## src/rtl/bvst_pkg.sv

```systemverilog
// Shared types and constants for the binary vertex search block.
package bvst_pkg;

  localparam int MAX_ROWS   = 16;
  localparam int MAX_LEN    = 1024;
  localparam int SMP_W      = 16;
  localparam int ROW_W      = $clog2(MAX_ROWS);
  localparam int COL_W      = $clog2(MAX_LEN);
  localparam int CNT_W      = $clog2(MAX_ROWS + 1);
  localparam int LEN_W      = 11;
  localparam int SLOTS      = MAX_ROWS + 1;
  localparam int VAL_W      = 21;
  localparam int MAG_W      = 21;
  localparam int SQ_W       = 2 * MAG_W;
  localparam int DIST_W     = 56;
  localparam int IN_W       = 40;
  localparam int OUT_W      = 96;

  localparam logic signed [VAL_W-1:0] VAL_HI = 21'sd524287;
  localparam logic signed [VAL_W-1:0] VAL_LO = -21'sd524288;

  typedef enum logic [1:0] {
    ACT_LOAD_ROW  = 2'd0,
    ACT_LOAD_MEAN = 2'd1,
    ACT_RUN       = 2'd2,
    ACT_READ      = 2'd3
  } action_t;

  typedef enum logic [1:0] {
    REG_ROWS = 2'd0,
    REG_LEN  = 2'd1,
    REG_LOW  = 2'd2,
    REG_HIGH = 2'd3
  } reg_idx_t;

  typedef enum logic [3:0] {
    ST_IDLE,
    ST_RD_START,
    ST_RD_GO,
    ST_RD_WAIT,
    ST_S_PAT,
    ST_S_ESTART,
    ST_S_EWAIT,
    ST_S_SQWAIT,
    ST_S_PEND,
    ST_S_FIND,
    ST_S_MAX,
    ST_S_NEXT
  } state_t;

  typedef struct packed {
    logic                start;
    logic [MAX_ROWS-1:0] pattern;
    logic [CNT_W-1:0]    nrows;
    logic [COL_W-1:0]    col;
  } elem_req_t;

  typedef struct packed {
    logic                    row_we;
    logic                    mean_we;
    logic [ROW_W-1:0]        row;
    logic [COL_W-1:0]        col;
    logic signed [SMP_W-1:0] data;
  } mem_wr_t;

endpackage

```

## src/rtl/bvst_gap.sv

```systemverilog
// Nearest-level gap and its square, two register stages.
module bvst_gap (
  input  logic                              clk,
  input  logic                              rst_n,
  input  logic                              in_valid,
  input  logic signed [bvst_pkg::VAL_W-1:0] a,
  input  logic signed [bvst_pkg::SMP_W-1:0] lo,
  input  logic signed [bvst_pkg::SMP_W-1:0] hi,
  output logic                              sq_valid,
  output logic [bvst_pkg::SQ_W-1:0]         sq
);
  import bvst_pkg::*;

  logic signed [SMP_W:0]   mid2;
  logic signed [VAL_W:0]   a2;
  logic signed [VAL_W:0]   gap;
  logic [MAG_W-1:0]        mag_r;
  logic                    v1_r;
  logic                    v2_r;
  logic [SQ_W-1:0]         sq_r;

  always_comb begin
    mid2 = (SMP_W+1)'(lo) + (SMP_W+1)'(hi);
    a2   = {a, 1'b0};
    if (a2 > (VAL_W+1)'(mid2)) begin
      gap = (VAL_W+1)'(hi) - (VAL_W+1)'(a);
    end else begin
      gap = (VAL_W+1)'(lo) - (VAL_W+1)'(a);
    end
  end

  always_ff @(posedge clk) begin
    if (!rst_n) begin
      v1_r <= 1'b0;
      v2_r <= 1'b0;
    end else begin
      v1_r <= in_valid;
      v2_r <= v1_r;
    end
  end

  always_ff @(posedge clk) begin
    mag_r <= gap[VAL_W] ? MAG_W'(-gap) : MAG_W'(gap);
    sq_r  <= SQ_W'(mag_r) * SQ_W'(mag_r);
  end

  assign sq_valid = v2_r;
  assign sq       = sq_r;

endmodule

```

## config.mk

```make
export PLATFORM = sky130hd
export DESIGN_NAME = bvst_gap
export DESIGN_NICKNAME = d
export VERILOG_FILES = /design/src/rtl/bvst_pkg.sv /design/src/rtl/bvst_gap.sv
export SDC_FILE = /design/constraint.sdc
export NUM_CORES = 1
export LEC_CHECK = 0
export ABC_AREA = 1
export BUFFER_PORTS_ARGS = -buffer_cell sky130_fd_sc_hd__buf_2
export CAP_MARGIN = 20
export CORE_MARGIN = 3
export CORE_UTILIZATION = 37
export DETAILED_ROUTE_END_ITERATION = 10
export GPL_ROUTABILITY_DRIVEN = 0
export PLACE_DENSITY = 0.58
export SYNTH_ARGS = -nofsm -noshare
export SYNTH_HDL_FRONTEND = slang
export SYNTH_SLANG_ARGS = --single-unit
```

## constraint.sdc

```tcl
create_clock -name clk -period 8.05 [get_ports clk]
set_clock_uncertainty 0.2 [all_clocks]
set_input_delay 0.805 -clock clk [delete_from_list [all_inputs] [get_ports clk]]
set_output_delay 0.805 -clock clk [all_outputs]
set_load 0.02 [all_outputs]
```

======== Word-level counts from Yosys, hierarchy flattened ========
Cells that the tools add are included.
word-level totals
  output and inout bits ................... 43
  bits of input ports ..................... 56
  logic and storage cells ................. 12
  register bits after elaboration ......... 65
operators by class
  $mul .................................... 1
  order comparisons ....................... 1
  add/sub/neg operators ................... 4
  muxes and demuxes ....................... 2
operator list
  operator                                         count
  16-bit by 21-bit subtractor with 22-bit output   2
  21-bit by 21-bit multiplier with 42-bit output   1
  22-bit by 17-bit > comparator with 1-bit output  1
  22-bit 2-to-1 mux                                1
  21-bit 2-to-1 mux                                1
  21-bit negator                                   1
  16-bit by 16-bit adder with 17-bit output        1

======== Logic depth before layout (Yosys ltp) ========
  depth in word-level cells ............... 5
  depth in mapped cells ................... 43
  gate-level depth less buffers ........... 42

======== Worst setup path before layout ========
No wires, ideal clock.
  path kind ............................... register to register
  start point ............................. register mag_r[11]
  end point ............................... register sq_r[27], in the netlist sq[27]
  path buffers ............................ 1
  period minus slack after synthesis ...... 6.074 ns
  slack ................................... 1.976 ns
  required time ........................... 7.778 ns
  data arrival time ....................... 5.802 ns
  stages on the path, launching flop included .. 23
  setup time .............................. 0.072 ns
  cell sequence ........................... dfxtp_1 > clkbuf_1 > nand2_1 > fa_1 > inv_1 > fa_1 > inv_1 > fa_1 > inv_1 > fa_1 > inv_1 > fa_1 > inv_1 > fa_1 > fa_1 > ha_1 > nand2_1 > nor2_1 > nand2_1 > nor4_1 > a21oi_1 > o21ai_0 > xor2_1
on the way
  longest elaborated chain between the ends .. 1
RTL lines
  element                                         RTL line        RTL
  start, declared                                 bvst_gap.sv:17  logic [MAG_W-1:0] mag_r;
  start signal, assigned                          bvst_gap.sv:43  mag_r <= gap[VAL_W] ? MAG_W'(-gap) : MAG_W'(gap);
  21-bit by 21-bit multiplier with 42-bit output  bvst_gap.sv:44  sq_r <= SQ_W'(mag_r) * SQ_W'(mag_r);
  end signal, assigned                            bvst_gap.sv:44
  end, declared                                   bvst_gap.sv:20  logic [SQ_W-1:0] sq_r;
No other way between the ends.
A chain may end at the register's enable or synchronous reset.

======== Worst setup path after layout ========
  start point ............................. register mag_r[8]
  end point ............................... register sq_r[27], in the netlist sq[27]
Same word-level chain as after synthesis.

==> impl_metrics.ini <==
[floorplan]
row_count = 79
pin_count = 99
core_region_area_mm2 = 0.0471
die_h_um = 225
dieArea_mm2 = 0.0508
die_x_um = 225
start_util_pct = 37.8

[timing]
drv_slew = 0
final_hold_viol_count = 0
min_period_over_period_pct = 93.1
rsz0062_at_grt = false
setup_viol = 0
tns_ps = 0
finalWorstPathRequiredPeriod_ps = 7490
slew_headroom_pct = 28.8
fmax_ghz = 0.134
worstMarginPinSlew_ps = 1070

[setup_path]
worst-endpoint-required_ps = 8160
r2r_end = sq[27]
r2r_slack_ps = 560
end_kind = flop
crit_arrival_ps = 7600
worst-setup-path-type = reg2reg
crit_fanout = 22
startpoint_type = flop
r2r-start = mag_r[8]
reg2reg_depth = 21

[clock_network]
post-cts-setup-buffers = 0
cts_resized = 0
cts-root-buf = clkbuf_16
cts_buffers = 9
clockBufferDepth = 2
cts_sinks = 64
clk_transition_reported_paths_ps = 60
cts_tree = done
h-tree-depth = 3
cts_hold_buf = 0
clk_latency_ps = 370

[flow_run]
max-cap-violations = 0

[worst_hold_path]
hold_path_end = sq_valid
worst_hold_path_type = reg2reg
whs_path_depth = 2
min-delay-start = v1_r

[cells_and_area]
drive_gt1_share_pct = 8.52
finalNetCount = 2954
syn_to_final_growth_pct = 8.23
num_antenna_cells = 0

[synthesis]
synthCells = 2302
synth_seq_area_share_pct = 7.20
synth_ff_type = dfxtp_1
synth_edf_count = 0
ys_ff_latch = 64
yosys.area.top_type_share_pct = 35.0
synth_area_per_cell_um2 = 7.73
synth_cell_types = 50
yosysMostFrequentCell = inv_1
yosys_warnings = 0
async_flop_share_pct = 0
yosys-top-cells-area = fa_1, ha_1, inv_1, nand2_1, dfxtp_1
synth_area_leader_cell = fa_1
synth_nets = 2878
synth_common_cells = inv_1, nand2_1, fa_1
synth_area_mm2 = 0.0178

[global_routing]
grt_pass1_vias = 15200
grt_pass1_wl_um = 74800
grt_overflow_total = 0
antenna_found_initial = 3
grt_usage_pct = 18.5
grt_max_degree = 23

[detailed_routing]
dr.max_layer_used = met5
drt_iter0_drc = 720
dr.pass1.iters = 5
wl_per_cell_um = 14.7
wirelength_um = 43900
wl_met1_um = 19600
route.detailed.drc = 0
num_vias = 14000
antenna_left = 0
met3_length_um = 1640
wl_met2_um = 22000
via_per_inst = 4.69

[status]
outcome = finished, final reports clean

[placed_design]
numPortBuffers = 97
hpwl_um = 38500
[worst max path at each step]
stage                     cells after the start      start         to  slack, ps
after global placement                       35      lo[2]  mag_r[19]        530
after global routing                         21  mag_r[16]     sq[27]         20
after CTS                                    21   mag_r[8]     sq[31]        500
after detailed placement                     35      lo[2]  mag_r[19]        440
final                                        21   mag_r[8]     sq[27]        560
after floorplan                              22  mag_r[11]     sq[27]       1980
[worst max-delay path, stage by stage, from the launching register on]
cell and delay (ps):
dfxtp_1 1020, nand2_1 230, fa_1 580, inv_1 50, fa_1 530, inv_1 60
fa_1 500, inv_1 50, fa_1 530, inv_1 50, fa_1 470, inv_1 50
fa_1 490, fa_1 420, ha_1 380, nand2_1 100, nor2_1 330, nand2_1 100
nor4_1 620, a21oi_1 250, o21ai_0 240, xor2_1 160
[state kept, by name, summed over array words and instances, names as in the netlist]
signal    count
mag_r        21
sq           41
sq_valid      1
v1_r          1
[layout by cell type, fill, tap and decap left out, types with 9 or more instances in the layout]
master and instances:
a21o_1 10, xnor2_1 25, nand4_1 22, buf_2 97
inv_1 646, clkbuf_16 9, nand2_2 24, o21ai_0 37
dfxtp_1 64, nor2_1 84, buf_4 20, a31oi_1 16
nor3_1 13, fa_1 311, nand2_1 521, xor2_1 59
ha_1 209, nand3_1 59, a21oi_1 74
[cells by family after synthesis]
kind of cell | after synthesis | synth area share, %
xor gates and xnor gates | 89 | 4.59
adders and majority gates | 520 | 49.7
DFF | 64 | 7.20
other | 1 | 0.0211
buffers and inverters | 706 | 15.0
muxes | 1 | 0.0633
and+or+nand+nor | 759 | 18.2
AOI/OAI and AO/OA | 162 | 5.18
[per-stage QoR]
stage | std cells | cell area [µm²] | util, % | hold slack [ps] | setup slack, ps
final | 2990 | 19300 | 40.9 | 215 | 559
after global routing | 2990 | 19300 | 40.9 | 257 | 22.1
after CTS | 2990 | 19300 | 40.9 | 220 | 496
after detailed placement | 2974 | 19000 | 40.3 | 206 | 442
after global placement | 2974 | 19000 | 40.3 | 195 | 533
after floorplan | 2302 | 17800 | - | 162 | 1980
[layout make-up]
class                      count  area, µm²
clock inverter                 6       43.8
tap                          607        759
timing repair buffer         117        636
multi-input combinational   1532      13800
sequential                    64       1280
fill                        4886      27800
clock buffer                  10        239
inverter                     654       2460
[per-layer routing]
| layer | GRT usage [%] | vias up |
|---|---|---|
| met1 | 23.3 | 6836 |
| met2 | 33.4 | 221 |
| li1 | - | 6930 |
| met5 | 0 | - |
| met4 | 4.65 | 4 |
| met3 | 2.53 | 40 |
Power is not shown: default switching activity piles up to over one toggle a cycle in this logic, so the estimate is an artifact.
